<file path="src/rtl/bbpm_pkg.sv">
`timescale 1ns / 1ps
`default_nettype none
// Shared types, constants and helper functions for the battery, button and
// charger status monitor. No dependencies.
package bbpm_pkg;

  // Field widths of the sample and report items.
  localparam int BATT_ADC_W = 11;
  localparam int BTN_ADC_W  = 11;
  localparam int STAT_ADC_W = 12;
  localparam int MV_W       = 13;
  localparam int TICKS_W    = 16;

  // Default ring depth for the battery average.
  localparam int DEFAULT_AVERAGE_DEPTH = 8;

  // Divider scale 5.02 in Q8.8: multiply by 1285, then shift right by 8.
  localparam int SCALE_NUM   = 1285;
  localparam int SCALE_NUM_W = 11;
  localparam int SCALE_SHIFT = 8;

  // Charger status decode thresholds in millivolts.
  localparam int STAT_IDLE_MV     = 2500;
  localparam int STAT_COMPLETE_MV = 1850;
  localparam int STAT_CHARGING_MV = 1450;

  // Register reset values.
  localparam logic [MV_W-1:0]    LOW_BATTERY_MV_RST      = MV_W'(3400);
  localparam logic [TICKS_W-1:0] LOW_BATTERY_TICKS_RST   = TICKS_W'(100);
  localparam logic [TICKS_W-1:0] LONG_PRESS_TICKS_RST    = TICKS_W'(50);
  localparam logic [MV_W-1:0]    BUTTON_THRESHOLD_MV_RST = MV_W'(2000);

  // Configuration port geometry.
  localparam int APB_ADDR_W = 5;
  localparam int APB_DATA_W = 32;
  localparam int REG_IDX_W  = 3;

  typedef enum logic [REG_IDX_W-1:0] {
    REG_LOW_BATTERY_MV      = 3'd0,
    REG_LOW_BATTERY_TICKS   = 3'd1,
    REG_LONG_PRESS_TICKS    = 3'd2,
    REG_SHUTDOWN_ON_LONG    = 3'd3,
    REG_BUTTON_ENABLED      = 3'd4,
    REG_STATUS_ENABLED      = 3'd5,
    REG_BUTTON_THRESHOLD_MV = 3'd6
  } reg_index_t;

  typedef enum logic [1:0] {
    CHG_IDLE   = 2'd0,
    CHG_FULL   = 2'd1,
    CHG_ACTIVE = 2'd2,
    CHG_ERROR  = 2'd3
  } charge_t;

  typedef enum logic [1:0] {
    MODE_WAIT  = 2'd0,
    MODE_IDLE  = 2'd1,
    MODE_SHORT = 2'd2,
    MODE_LONG  = 2'd3
  } press_mode_t;

  // Map the status pin voltage onto a charge state.
  function automatic charge_t decode_status(input logic [STAT_ADC_W-1:0] mv);
    charge_t state;
    if (mv > STAT_ADC_W'(STAT_IDLE_MV)) begin
      state = CHG_IDLE;
    end else if (mv > STAT_ADC_W'(STAT_COMPLETE_MV)) begin
      state = CHG_FULL;
    end else if (mv > STAT_ADC_W'(STAT_CHARGING_MV)) begin
      state = CHG_ACTIVE;
    end else begin
      state = CHG_ERROR;
    end
    return state;
  endfunction

endpackage
`default_nettype wire

</file>
<file path="src/rtl/bbpm_in_if.sv">
`timescale 1ns / 1ps
`default_nettype none
// Valid/ready channel carrying one sample item of three converter readings.
// Depends on bbpm_pkg for the field widths.
interface bbpm_in_if;
  import bbpm_pkg::*;

  logic                  valid;
  logic                  ready;
  logic [BATT_ADC_W-1:0] battery_adc_mv;
  logic [BTN_ADC_W-1:0]  button_adc_mv;
  logic [STAT_ADC_W-1:0] status_adc_mv;

  modport source (
    output valid, battery_adc_mv, button_adc_mv, status_adc_mv,
    input  ready
  );

  modport sink (
    input  valid, battery_adc_mv, button_adc_mv, status_adc_mv,
    output ready
  );
endinterface
`default_nettype wire

</file>
<file path="src/rtl/bbpm_out_if.sv">
`timescale 1ns / 1ps
`default_nettype none
// Valid/ready channel carrying one report item per processed sample.
// Depends on bbpm_pkg for the field widths and the charge state type.
interface bbpm_out_if;
  import bbpm_pkg::*;

  logic            valid;
  logic            ready;
  logic [MV_W-1:0] battery_mv;
  logic            button_is_down;
  logic            short_press_pulse;
  logic            long_press_pulse;
  charge_t         charge_status;
  logic            power_hold;

  modport source (
    output valid, battery_mv, button_is_down, short_press_pulse, long_press_pulse,
           charge_status, power_hold,
    input  ready
  );

  modport sink (
    input  valid, battery_mv, button_is_down, short_press_pulse, long_press_pulse,
           charge_status, power_hold,
    output ready
  );
endinterface
`default_nettype wire

</file>
<file path="src/rtl/battery_button_power_monitor.sv">
// Throughput: one item per cycle unless the report side stalls; a five-register
// pipeline (input, sum, scale, divide, report) with per-stage valid bits lets
// bubbles absorb output stalls.
// Reset (rst, synchronous) empties the pipeline, restores register defaults,
// raises power_hold and waits for the first item to prime the battery average.
`timescale 1ns / 1ps
`default_nettype none
// Top level of the battery, button and charger status monitor.
// Depends on bbpm_pkg, bbpm_in_if and bbpm_out_if.
module battery_button_power_monitor #(
  parameter int AVERAGE_DEPTH = bbpm_pkg::DEFAULT_AVERAGE_DEPTH
) (
  input  wire logic                              clk,
  input  wire logic                              rst,
  bbpm_in_if.sink                                sample,
  bbpm_out_if.source                             report,
  input  wire logic                              psel,
  input  wire logic                              penable,
  input  wire logic                              pwrite,
  input  wire logic [bbpm_pkg::APB_ADDR_W-1:0]   paddr,
  input  wire logic [bbpm_pkg::APB_DATA_W-1:0]   pwdata,
  output logic      [bbpm_pkg::APB_DATA_W-1:0]   prdata,
  output logic                                   pready
);
  import bbpm_pkg::*;

  // Arithmetic geometry derived from the ring depth.
  localparam int     L_W         = $clog2(AVERAGE_DEPTH);
  localparam int     SUM_W       = BATT_ADC_W + L_W;
  localparam longint SUM_MAX     = ((longint'(1) << BATT_ADC_W) - 1) * AVERAGE_DEPTH;
  localparam longint ROUND_BIAS  = (longint'(1) << (SCALE_SHIFT - 1)) * AVERAGE_DEPTH;
  localparam longint X_MAX       = SUM_MAX * SCALE_NUM + ROUND_BIAS;
  localparam int     Y_W         = $clog2((X_MAX >> SCALE_SHIFT) + 1);
  localparam int     X_W         = Y_W + SCALE_SHIFT;
  localparam int     RECIP_SHIFT = Y_W + L_W;
  localparam longint RECIP       = ((longint'(1) << RECIP_SHIFT) + AVERAGE_DEPTH - 1)
                                   / AVERAGE_DEPTH;
  localparam int     RECIP_W     = $clog2(RECIP + 1);
  localparam int     PROD_W      = Y_W + RECIP_W;
  localparam int     Q_W         = PROD_W - RECIP_SHIFT;
  localparam int     BTN_X_W     = BTN_ADC_W + SCALE_NUM_W;
  localparam int     BTN_MV_W    = BTN_X_W - SCALE_SHIFT;

  // Configuration registers.
  logic [MV_W-1:0]    low_battery_mv;
  logic [TICKS_W-1:0] low_battery_ticks;
  logic [TICKS_W-1:0] long_press_ticks;
  logic               shutdown_on_long;
  logic               button_enabled;
  logic               status_enabled;
  logic [MV_W-1:0]    button_threshold_mv;

  // Pipeline handshake.
  logic s1_valid, s2_valid, s3_valid, s4_valid, out_valid;
  logic s1_free, s2_free, s3_free, s4_free, out_free;
  logic s1_move, s2_move, s3_move, s4_move, accept;

  // Stage payloads.
  logic [BATT_ADC_W-1:0] s1_batt;
  logic [BTN_ADC_W-1:0]  s1_btn;
  logic [STAT_ADC_W-1:0] s1_stat;
  logic [SUM_W-1:0]      s2_sum;
  logic                  s2_btn_down;
  logic                  s2_prime;
  charge_t               s2_charge;
  logic [Y_W-1:0]        s3_y;
  logic                  s3_deb, s3_short, s3_long, s3_btn_kill;
  charge_t               s3_charge;
  logic [MV_W-1:0]       s4_mv;
  logic                  s4_deb, s4_short, s4_long, s4_btn_kill;
  charge_t               s4_charge;
  logic [MV_W-1:0]       out_mv;
  logic                  out_deb, out_short, out_long, out_hold;
  charge_t               out_charge;

  // Tick state.
  logic [BATT_ADC_W-1:0] ring [AVERAGE_DEPTH];
  logic [SUM_W-1:0]      ring_sum;
  logic                  primed;
  logic [TICKS_W-1:0]    low_countdown, low_countdown_next;
  logic [TICKS_W-1:0]    press_countdown, press_countdown_next;
  press_mode_t           press_mode, press_mode_next;
  logic                  previous_sample, previous_sample_next;
  logic                  debounced_level, debounced_level_next;
  logic                  hold_power, hold_power_next;

  // Combinational intermediates.
  logic [SUM_W:0]        sum_ext;
  logic [SUM_W-1:0]      sum_next;
  logic [BTN_X_W-1:0]    btn_x;
  logic [X_W-1:0]        batt_x;
  logic [PROD_W-1:0]     recip_prod;
  logic [Q_W-1:0]        quot;
  logic [MV_W-1:0]       mv_sat;
  logic                  btn_short, btn_long, btn_kill;
  logic                  cur, prev0, deb0, deb1, pressed, released;
  press_mode_t           mode0;
  logic [TICKS_W-1:0]    press_cd_dec, low_cd_dec;
  logic                  bat_kill;

  // Configuration port: writes land on the access phase, reads are immediate.
  assign pready = 1'b1;

  always_ff @(posedge clk) begin
    if (rst) begin
      low_battery_mv      <= LOW_BATTERY_MV_RST;
      low_battery_ticks   <= LOW_BATTERY_TICKS_RST;
      long_press_ticks    <= LONG_PRESS_TICKS_RST;
      shutdown_on_long    <= 1'b1;
      button_enabled      <= 1'b1;
      status_enabled      <= 1'b1;
      button_threshold_mv <= BUTTON_THRESHOLD_MV_RST;
    end else if (psel && penable && pwrite && pready) begin
      case (reg_index_t'(paddr[APB_ADDR_W-1:2]))
        REG_LOW_BATTERY_MV:      low_battery_mv      <= pwdata[MV_W-1:0];
        REG_LOW_BATTERY_TICKS:   low_battery_ticks   <= pwdata[TICKS_W-1:0];
        REG_LONG_PRESS_TICKS:    long_press_ticks    <= pwdata[TICKS_W-1:0];
        REG_SHUTDOWN_ON_LONG:    shutdown_on_long    <= pwdata[0];
        REG_BUTTON_ENABLED:      button_enabled      <= pwdata[0];
        REG_STATUS_ENABLED:      status_enabled      <= pwdata[0];
        REG_BUTTON_THRESHOLD_MV: button_threshold_mv <= pwdata[MV_W-1:0];
        default: ;
      endcase
    end
  end

  always_comb begin
    case (reg_index_t'(paddr[APB_ADDR_W-1:2]))
      REG_LOW_BATTERY_MV:      prdata = APB_DATA_W'(low_battery_mv);
      REG_LOW_BATTERY_TICKS:   prdata = APB_DATA_W'(low_battery_ticks);
      REG_LONG_PRESS_TICKS:    prdata = APB_DATA_W'(long_press_ticks);
      REG_SHUTDOWN_ON_LONG:    prdata = APB_DATA_W'(shutdown_on_long);
      REG_BUTTON_ENABLED:      prdata = APB_DATA_W'(button_enabled);
      REG_STATUS_ENABLED:      prdata = APB_DATA_W'(status_enabled);
      REG_BUTTON_THRESHOLD_MV: prdata = APB_DATA_W'(button_threshold_mv);
      default:                 prdata = '0;
    endcase
  end

  // Each stage moves forward when the next one is empty or moving itself.
  assign out_free = !out_valid || report.ready;
  assign s4_free  = !s4_valid || out_free;
  assign s3_free  = !s3_valid || s4_free;
  assign s2_free  = !s2_valid || s3_free;
  assign s1_free  = !s1_valid || s2_free;
  assign s4_move  = s4_valid && out_free;
  assign s3_move  = s3_valid && s4_free;
  assign s2_move  = s2_valid && s3_free;
  assign s1_move  = s1_valid && s2_free;
  assign accept   = sample.valid && s1_free;
  assign sample.ready = s1_free;

  always_ff @(posedge clk) begin
    if (rst) begin
      s1_valid  <= 1'b0;
      s2_valid  <= 1'b0;
      s3_valid  <= 1'b0;
      s4_valid  <= 1'b0;
      out_valid <= 1'b0;
    end else begin
      s1_valid  <= accept  || (s1_valid && !s1_move);
      s2_valid  <= s1_move || (s2_valid && !s2_move);
      s3_valid  <= s2_move || (s3_valid && !s3_move);
      s4_valid  <= s3_move || (s4_valid && !s4_move);
      out_valid <= s4_move || (out_valid && !report.ready);
    end
  end

  // Input register.
  always_ff @(posedge clk) begin
    if (accept) begin
      s1_batt <= sample.battery_adc_mv;
      s1_btn  <= sample.button_adc_mv;
      s1_stat <= sample.status_adc_mv;
    end
  end

  // Battery ring as a shift line: the oldest sample sits in the last tap.
  // The first item after reset fills every tap with its reading.
  always_ff @(posedge clk) begin
    if (s1_move) begin
      ring[0] <= s1_batt;
      for (int i = 1; i < AVERAGE_DEPTH; i++) begin
        ring[i] <= primed ? ring[i-1] : s1_batt;
      end
    end
  end

  // Running sum update and button threshold compare.
  always_comb begin
    sum_ext = (SUM_W+1)'(ring_sum) + (SUM_W+1)'(s1_batt)
              - (SUM_W+1)'(ring[AVERAGE_DEPTH-1]);
    if (primed) begin
      sum_next = sum_ext[SUM_W-1:0];
    end else begin
      sum_next = SUM_W'(s1_batt) * SUM_W'(AVERAGE_DEPTH);
    end
    btn_x = BTN_X_W'(s1_btn) * BTN_X_W'(SCALE_NUM)
            + BTN_X_W'(longint'(1) << (SCALE_SHIFT - 1));
  end

  always_ff @(posedge clk) begin
    if (rst) begin
      primed <= 1'b0;
    end else if (s1_move) begin
      primed <= 1'b1;
    end
  end

  always_ff @(posedge clk) begin
    if (s1_move) begin
      ring_sum    <= sum_next;
      s2_sum      <= sum_next;
      s2_prime    <= !primed;
      s2_btn_down <= btn_x[BTN_X_W-1:SCALE_SHIFT] >= BTN_MV_W'(button_threshold_mv);
      s2_charge   <= status_enabled ? decode_status(s1_stat) : CHG_IDLE;
    end
  end

  // Debounce and press machine; the first item seeds the button state.
  always_comb begin
    cur          = s2_btn_down;
    press_cd_dec = press_countdown - TICKS_W'(1);
    if (s2_prime) begin
      prev0 = button_enabled && cur;
      deb0  = button_enabled && cur;
      mode0 = (button_enabled && cur) ? MODE_WAIT : MODE_IDLE;
    end else begin
      prev0 = previous_sample;
      deb0  = debounced_level;
      mode0 = press_mode;
    end
    pressed              = 1'b0;
    released             = 1'b0;
    deb1                 = deb0;
    press_mode_next      = mode0;
    previous_sample_next = prev0;
    debounced_level_next = deb0;
    press_countdown_next = press_countdown;
    btn_short            = 1'b0;
    btn_long             = 1'b0;
    btn_kill             = 1'b0;
    if (button_enabled) begin
      pressed              = !deb0 && cur && prev0;
      deb1                 = deb0 || pressed;
      released             = deb1 && !cur && !prev0;
      debounced_level_next = deb1 && !released;
      previous_sample_next = cur;
      case (mode0)
        MODE_WAIT, MODE_LONG: begin
          if (released) begin
            press_mode_next = MODE_IDLE;
          end
        end
        MODE_IDLE: begin
          if (pressed) begin
            press_mode_next      = MODE_SHORT;
            press_countdown_next = long_press_ticks;
          end
        end
        MODE_SHORT: begin
          if (released) begin
            press_mode_next = MODE_IDLE;
            btn_short       = 1'b1;
          end else begin
            press_countdown_next = press_cd_dec;
            if (press_cd_dec == '0) begin
              if (shutdown_on_long) begin
                btn_kill = 1'b1;
              end else begin
                press_mode_next = MODE_LONG;
                btn_long        = 1'b1;
              end
            end
          end
        end
        default: ;
      endcase
    end
  end

  always_ff @(posedge clk) begin
    if (rst) begin
      press_mode      <= MODE_IDLE;
      previous_sample <= 1'b0;
      debounced_level <= 1'b0;
      press_countdown <= '0;
    end else if (s2_move) begin
      press_mode      <= press_mode_next;
      previous_sample <= previous_sample_next;
      debounced_level <= debounced_level_next;
      press_countdown <= press_countdown_next;
    end
  end

  // Scale the sum by the divider ratio and drop the byte fraction with rounding.
  assign batt_x = X_W'(s2_sum) * X_W'(SCALE_NUM) + X_W'(ROUND_BIAS);

  always_ff @(posedge clk) begin
    if (s2_move) begin
      s3_y        <= batt_x[X_W-1:SCALE_SHIFT];
      s3_deb      <= debounced_level_next;
      s3_short    <= btn_short;
      s3_long     <= btn_long;
      s3_btn_kill <= btn_kill;
      s3_charge   <= s2_charge;
    end
  end

  // Divide by the ring depth with a reciprocal multiply, then saturate.
  always_comb begin
    recip_prod = PROD_W'(s3_y) * PROD_W'(RECIP);
    quot       = recip_prod[PROD_W-1:RECIP_SHIFT];
    if (|quot[Q_W-1:MV_W]) begin
      mv_sat = '1;
    end else begin
      mv_sat = quot[MV_W-1:0];
    end
  end

  always_ff @(posedge clk) begin
    if (s3_move) begin
      s4_mv       <= mv_sat;
      s4_deb      <= s3_deb;
      s4_short    <= s3_short;
      s4_long     <= s3_long;
      s4_btn_kill <= s3_btn_kill;
      s4_charge   <= s3_charge;
    end
  end

  // Low battery countdown and the sticky power hold.
  always_comb begin
    low_cd_dec = low_countdown - TICKS_W'(1);
    bat_kill   = 1'b0;
    if (s4_mv < low_battery_mv) begin
      low_countdown_next = low_cd_dec;
      bat_kill           = (low_cd_dec == '0);
    end else begin
      low_countdown_next = low_battery_ticks;
    end
    hold_power_next = hold_power && !bat_kill && !s4_btn_kill;
  end

  always_ff @(posedge clk) begin
    if (rst) begin
      low_countdown <= LOW_BATTERY_TICKS_RST;
      hold_power    <= 1'b1;
    end else if (s4_move) begin
      low_countdown <= low_countdown_next;
      hold_power    <= hold_power_next;
    end
  end

  // Report register.
  always_ff @(posedge clk) begin
    if (s4_move) begin
      out_mv     <= s4_mv;
      out_deb    <= s4_deb;
      out_short  <= s4_short;
      out_long   <= s4_long;
      out_charge <= s4_charge;
      out_hold   <= hold_power_next;
    end
  end

  assign report.valid             = out_valid;
  assign report.battery_mv        = out_mv;
  assign report.button_is_down    = out_deb;
  assign report.short_press_pulse = out_short;
  assign report.long_press_pulse  = out_long;
  assign report.charge_status     = out_charge;
  assign report.power_hold        = out_hold;

  // Once power is dropped it never comes back without a reset.
  a_hold_sticky: assert property (@(posedge clk) disable iff (rst)
    !hold_power |=> !hold_power)
    else $error("power hold rose again after shutdown");

  // A reported shutdown must agree with the internal power state.
  a_hold_report: assert property (@(posedge clk) disable iff (rst)
    out_valid && !out_hold |-> !hold_power)
    else $error("report shows power off while hold is still set");

  // A short press ends with a release, so the level must read released.
  a_short_released: assert property (@(posedge clk) disable iff (rst)
    out_valid && out_short |-> !out_deb && !out_long)
    else $error("short press reported with the button still down");

  // A long press is reported while the button is still held.
  a_long_held: assert property (@(posedge clk) disable iff (rst)
    out_valid && out_long |-> out_deb)
    else $error("long press reported with the button released");

endmodule
`default_nettype wire
</file>
<file path="src/flat_wrapper.sv">
// flat-port wrapper written by rule: the top's interface ports become plain ports
module battery_button_power_monitor_flat import bbpm_pkg::*;
#(
  parameter int AVERAGE_DEPTH = bbpm_pkg::DEFAULT_AVERAGE_DEPTH
)
  (clk, rst, psel, penable, pwrite, paddr, pwdata, prdata, pready, sample_valid, sample_battery_adc_mv, sample_button_adc_mv, sample_status_adc_mv, sample_ready, report_valid, report_battery_mv, report_button_is_down, report_short_press_pulse, report_long_press_pulse, report_charge_status, report_power_hold, report_ready);
  bbpm_in_if sample_i ();
  bbpm_out_if report_i ();
  input  wire logic clk;
  input  wire logic rst;
  input  wire logic psel;
  input  wire logic penable;
  input  wire logic pwrite;
  input  wire logic [bbpm_pkg::APB_ADDR_W-1:0] paddr;
  input  wire logic [bbpm_pkg::APB_DATA_W-1:0] pwdata;
  output logic      [bbpm_pkg::APB_DATA_W-1:0] prdata;
  output logic pready;
  input wire logic [$bits(sample_i.valid)-1:0] sample_valid;
  input wire logic [$bits(sample_i.battery_adc_mv)-1:0] sample_battery_adc_mv;
  input wire logic [$bits(sample_i.button_adc_mv)-1:0] sample_button_adc_mv;
  input wire logic [$bits(sample_i.status_adc_mv)-1:0] sample_status_adc_mv;
  output wire logic [$bits(sample_i.ready)-1:0] sample_ready;
  output wire logic [$bits(report_i.valid)-1:0] report_valid;
  output wire logic [$bits(report_i.battery_mv)-1:0] report_battery_mv;
  output wire logic [$bits(report_i.button_is_down)-1:0] report_button_is_down;
  output wire logic [$bits(report_i.short_press_pulse)-1:0] report_short_press_pulse;
  output wire logic [$bits(report_i.long_press_pulse)-1:0] report_long_press_pulse;
  output wire logic [$bits(report_i.charge_status)-1:0] report_charge_status;
  output wire logic [$bits(report_i.power_hold)-1:0] report_power_hold;
  input wire logic [$bits(report_i.ready)-1:0] report_ready;
  assign sample_i.valid = sample_valid;
  assign sample_i.battery_adc_mv = sample_battery_adc_mv;
  assign sample_i.button_adc_mv = sample_button_adc_mv;
  assign sample_i.status_adc_mv = sample_status_adc_mv;
  assign sample_ready = sample_i.ready;
  assign report_valid = report_i.valid;
  assign report_battery_mv = report_i.battery_mv;
  assign report_button_is_down = report_i.button_is_down;
  assign report_short_press_pulse = report_i.short_press_pulse;
  assign report_long_press_pulse = report_i.long_press_pulse;
  assign report_charge_status = report_i.charge_status;
  assign report_power_hold = report_i.power_hold;
  assign report_i.ready = report_ready;
  battery_button_power_monitor #(.AVERAGE_DEPTH(AVERAGE_DEPTH)) u_core (.clk(clk), .rst(rst), .sample(sample_i), .report(report_i), .psel(psel), .penable(penable), .pwrite(pwrite), .paddr(paddr), .pwdata(pwdata), .prdata(prdata), .pready(pready));
endmodule
</file>
<file path="config.mk">
export PLATFORM = sky130hd
export DESIGN_NAME = battery_button_power_monitor_flat
export DESIGN_NICKNAME = d
export VERILOG_FILES = /design/src/rtl/bbpm_pkg.sv /design/src/rtl/bbpm_in_if.sv /design/src/rtl/bbpm_out_if.sv /design/src/rtl/battery_button_power_monitor.sv /design/src/flat_wrapper.sv
export SDC_FILE = /design/constraint.sdc
export NUM_CORES = 1
export LEC_CHECK = 0
export BUFFER_PORTS_ARGS = -buffer_cell sky130_fd_sc_hd__buf_2
export CORE_MARGIN = 2
export CORE_UTILIZATION = 40
export CTS_BUF_LIST = sky130_fd_sc_hd__clkbuf_2 sky130_fd_sc_hd__clkbuf_4 sky130_fd_sc_hd__clkbuf_8
export CTS_CLUSTER_SIZE = 30
export DETAILED_ROUTE_END_ITERATION = 10
export PLACE_DENSITY = 0.56
export RECOVER_POWER = 100
export SKIP_LAST_GASP = 1
export SLEW_MARGIN = 20
export SYNTH_ARGS = -nofsm -noshare
export SYNTH_HDL_FRONTEND = slang
export SYNTH_SLANG_ARGS = --single-unit
</file>
<file path="constraint.sdc">
create_clock -name clk -period 12.7 [get_ports clk]
set_clock_uncertainty 0.05 [all_clocks]
set_input_delay 2.54 -clock clk [delete_from_list [all_inputs] [get_ports clk]]
set_output_delay 2.54 -clock clk [all_outputs]
set_load 0.01 [all_outputs]
</file>
==> impl_summary.log <==
[metrics] Resize count post-CTS: 0
[metrics] power per standard cell area: between 100 and 150 nW/µm²
[metrics] buffer levels on the longest clock path: 3
[metrics] maximum resistive drop on vdd: roughly 0.074 mV
[metrics] Cell Count, Final, Fillers Out: 2,476
[metrics] required time of the worst setup path: 10.11 ns
[metrics] launch point of the worst reg-to-reg path: u_core.report.valid$_SDFF_PP0_
[metrics] violated checks: capacitance limit, slew limit
[metrics] Yosys reg bits: 302
[metrics] Final nets: 2,145
[metrics] Placement Rows: 76
[metrics] average footprint of a synthesized cell: slightly below 10 µm²
[metrics] worst min-delay path class: register to register
[metrics] cell area after placement: 18,360 µm²
[metrics] first-pass GRT wire length: 63.57 mm
[metrics] area of the die: 45,030 µm²
[metrics] Initial Utilization: 40.43%
[metrics] summed area of non-filler cells in the final layout: 19,440 µm²
[metrics] Max Slew Vio Count: 387
[metrics] worst slew margin relative to its limit: -198.5%
[metrics] DRC violations left: 0
[metrics] Antenna Nets Post-Route: 0
[metrics] setup-violating endpoint count in the final report: 0
[metrics] instance count along the most critical hold path: 0
[metrics] fin crit period: 7.634 ns
[metrics] maximum clock frequency: 131.0 MHz
[metrics] Gate Count Post-Synth: 1,752
[metrics] accumulated negative setup slack: 0 ns
[metrics] fraction of layout instances using a drive strength above 1: 9.995%
[metrics] Clk Latency, worst-skew pair: 0.63 ns
[metrics] hold path startpoint: u_core.s3_charge[1]$_DFFE_PP_
[metrics] worst-case setup margin in the final layout: 5.066 ns
[metrics] hold buffer count at cts: 0
[metrics] proportion of register bits with asynchronous set or reset after synthesis: 0%
[metrics] slew of the pin with the lowest slew margin: around 4.4 ns
[metrics] Floorplan Core Area: 42,890 µm²
[metrics] Post-CTS Setup Bufs: 0
[metrics] Inst Count DP: 2,376
[metrics] outcome: complete, but fails checks
[metrics] leading cell type in the layout, fill and taps excluded: sky130_fd_sc_hd__nand2_1
[metrics] number of optimization iterations in the first detailed-route pass: 4
[metrics] Pwr Total: approximately 2.8 mW
[metrics] total CTS buffers: 53
[metrics] kind of launch point of the worst setup path: input port
[metrics] synthesis-to-layout area growth: 12.14%
[metrics] number of maximum-capacitance constraint violations: 8
[metrics] worst slack after detailed placement: 5.560 ns
[metrics] commonest cells after routing, fill and taps aside: sky130_fd_sc_hd__nand2_1, sky130_fd_sc_hd__edfxtp_1, sky130_fd_sc_hd__ha_1
[metrics] via count: 12,610
[metrics] largest net degree at the start of global routing: 92
[metrics] number of violations reported at the end of detailed-routing iteration 0: 699
[metrics] final hold violation count: 0
[metrics] number of distinct library cells after synthesis: between 70 and 80
[metrics] number of antenna violations at the first check in global routing: 0
[metrics] vias in the first global route: 12,050
[metrics] static leakage power: approximately 8 nW
[metrics] number of synthesis warnings: 0
[metrics] kind of capture point of the worst setup path: output pin
[metrics] Hold EP: u_core.s4_charge[1]$_DFFE_PP_
[metrics] number of antenna repair diodes: 0
[metrics] Tcrit/Tclk final: 60.11%
[metrics] Boundary Pins: 132
[metrics] worst reg2reg endpoint: u_core.ring[1][21]$_DFFE_PP_
[metrics] area of the mapped netlist: 17,340 µm²
[metrics] width of the chip: 212.2 µm
[metrics] clock root cell: sky130_fd_sc_hd__clkbuf_8
[metrics] grt total ovfl: 0
[metrics] depth of the worst register-to-register path: 4
[metrics] unrepaired setup endpoints after global routing: no
[metrics] clock-pin slew on the worst setup and hold paths: about 0.06 ns
[metrics] Global Route Usage Sum: 17.95%
[metrics] sinks on the clock net: 302
[metrics] Main synth FF type: sky130_fd_sc_hd__edfxtp_1
[metrics] fraction of the yosys area taken by sequential cells: a little under half
[metrics] post-detailed-route wirelength per cell: 16.06 µm
[metrics] kind of critical path: input port to output pin
[metrics] H-tree lvl count: 2
[metrics] worst-path maximum fanout: 23
[metrics] DP HPWL: 28.51 mm
[metrics] final wirelength: between 30 and 40 mm
[metrics] ratio of routed vias to standard cells: 5.092
[metrics] number of enable-type register cells in the synthesized netlist: 198
[metrics] critical path arrival: 5.04 ns
[metrics] global placer's final weighted congestion: 0.8926
[metrics] slack of the worst reg-to-reg path: 6.90 ns
[metrics] CTS tree: yes
[metrics] number of buffer cells added on primary ports: 96
[metrics] die outline height: 212.2 µm
-- worst max-delay path, cell delays in order --
cell	delay [ns]
sky130_fd_sc_hd__clkbuf_1	0.43
sky130_fd_sc_hd__nor2_1	0.87
sky130_fd_sc_hd__and2_0	0.68
sky130_fd_sc_hd__nand2_1	0.10
sky130_fd_sc_hd__o21ai_0	0.21
sky130_fd_sc_hd__clkbuf_1	0.20
-- worst max-delay path by stage --
stage	cells past startpoint	slack, ns	endpoint	start
after CTS	6	5.56	prdata[3]	paddr[4]
final	6	5.07	prdata[3]	paddr[4]
after global placement	6	5.57	prdata[1]	paddr[4]
after floorplan	4	1.27	u_core.cur$_DFFE_PP_	report_ready
after detailed placement	6	5.56	prdata[3]	paddr[4]
after global routing	5	4.66	u_core.ring[0][21]$_DFFE_PP_	report_ready
-- layout make-up --
cell class	instances	area (µm²)
inverter	145	544.3
multi-input combinational	1238	8466
sequential	302	8028
tap	585	732.0
timing repair buffer	106	476.7
clock buffer	82	1010
fill	4173	23440
clock inverter	18	186.4
-- registers in the layout (all words and copies together) (netlist names), 14 cells and up --
signal,flops
u_core.low_countdown,16
u_core.low_battery_ticks,16
u_core.s3_y,14
u_core.s2_sum,14
u_core.ring,88
u_core.long_press_ticks,16
u_core.press_countdown,16
-- cell usage after synthesis (3+ instances only) --
library cell	instances	area, µm²
sky130_fd_sc_hd__a211o_1	10	87.58
sky130_fd_sc_hd__a211oi_1	14	105.1
sky130_fd_sc_hd__a21boi_0	7	52.55
sky130_fd_sc_hd__a21o_1	20	150.1
sky130_fd_sc_hd__a21oi_1	109	545.5
sky130_fd_sc_hd__a22oi_1	19	142.6
sky130_fd_sc_hd__a31oi_1	5	31.28
sky130_fd_sc_hd__and2_0	4	25.02
sky130_fd_sc_hd__and2_1	9	56.30
sky130_fd_sc_hd__and3_1	8	50.05
sky130_fd_sc_hd__buf_4	17	127.6
sky130_fd_sc_hd__clkbuf_1	62	232.7
sky130_fd_sc_hd__dfxtp_1	104	2082
sky130_fd_sc_hd__edfxtp_1	198	5946
sky130_fd_sc_hd__fa_1	28	560.5
sky130_fd_sc_hd__ha_1	193	2415
sky130_fd_sc_hd__inv_1	144	540.5
sky130_fd_sc_hd__mux2_2	13	146.4
sky130_fd_sc_hd__mux2i_1	14	140.1
sky130_fd_sc_hd__nand2_1	333	1250
sky130_fd_sc_hd__nand2b_1	12	75.07
sky130_fd_sc_hd__nand3_1	27	135.1
sky130_fd_sc_hd__nand3b_1	7	52.55
sky130_fd_sc_hd__nand4_1	11	68.82
sky130_fd_sc_hd__nor2_1	91	341.6
sky130_fd_sc_hd__nor2b_1	19	118.9
sky130_fd_sc_hd__nor3_1	21	105.1
sky130_fd_sc_hd__nor3b_1	4	30.03
sky130_fd_sc_hd__nor4_1	13	81.33
sky130_fd_sc_hd__o2111ai_1	4	35.03
sky130_fd_sc_hd__o211a_1	3	30.03
sky130_fd_sc_hd__o211ai_1	12	90.09
sky130_fd_sc_hd__o21a_1	7	52.55
sky130_fd_sc_hd__o21ai_0	82	410.4
sky130_fd_sc_hd__o21bai_1	9	67.56
sky130_fd_sc_hd__o22ai_1	11	68.82
sky130_fd_sc_hd__o31a_1	3	26.28
sky130_fd_sc_hd__o31ai_1	8	60.06
sky130_fd_sc_hd__or2_2	15	93.84
sky130_fd_sc_hd__or3_1	9	56.30
sky130_fd_sc_hd__xnor2_1	20	175.2
sky130_fd_sc_hd__xor2_1	15	131.4
-- cells by family after synthesis --
group           Yosys count  synth area share (%)
fa+ha+maj               221                 17.16
mux                      28                 1.782
compound gates          339                 12.12
simple gates            598                 15.50
flops                   302                 46.30
xor+xnor                 35                 1.768
buf+inv                 227                 5.326
other cells               2               0.04332
-- per-layer routing --
layer | track usage, % | up-vias | share of wire, %
met4 | 6.289 | 0 | 2.3
met5 | 0 | - | 0
met1 | 24.24 | 5986 | 47
met3 | 3.722 | 56 | 5.1
li1 | - | 6317 | -
met2 | 28.59 | 249 | 46
-- metrics by stage --
step	hold slack [ns]	utilization [%]
floorplan	0.3503	-
global placement	0.3502	42.78
detailed placement	0.3565	42.80
CTS	0.3618	45.59
global route	0.3757	45.33
finish	0.3703	45.33
-- power breakdown --
| group | leakage (nW) | switching, mW | total [mW] | internal (mW) |
|---|---|---|---|---|
| clock network | 0.636 | 0.414 | 1.00 | 0.587 |
| logic | 4.80 | 0.396 | 0.685 | 0.290 |
| registers | 2.70 | 0.0266 | 1.14 | 1.11 |
No activity file was read; power rests on OpenSTA's default activity.
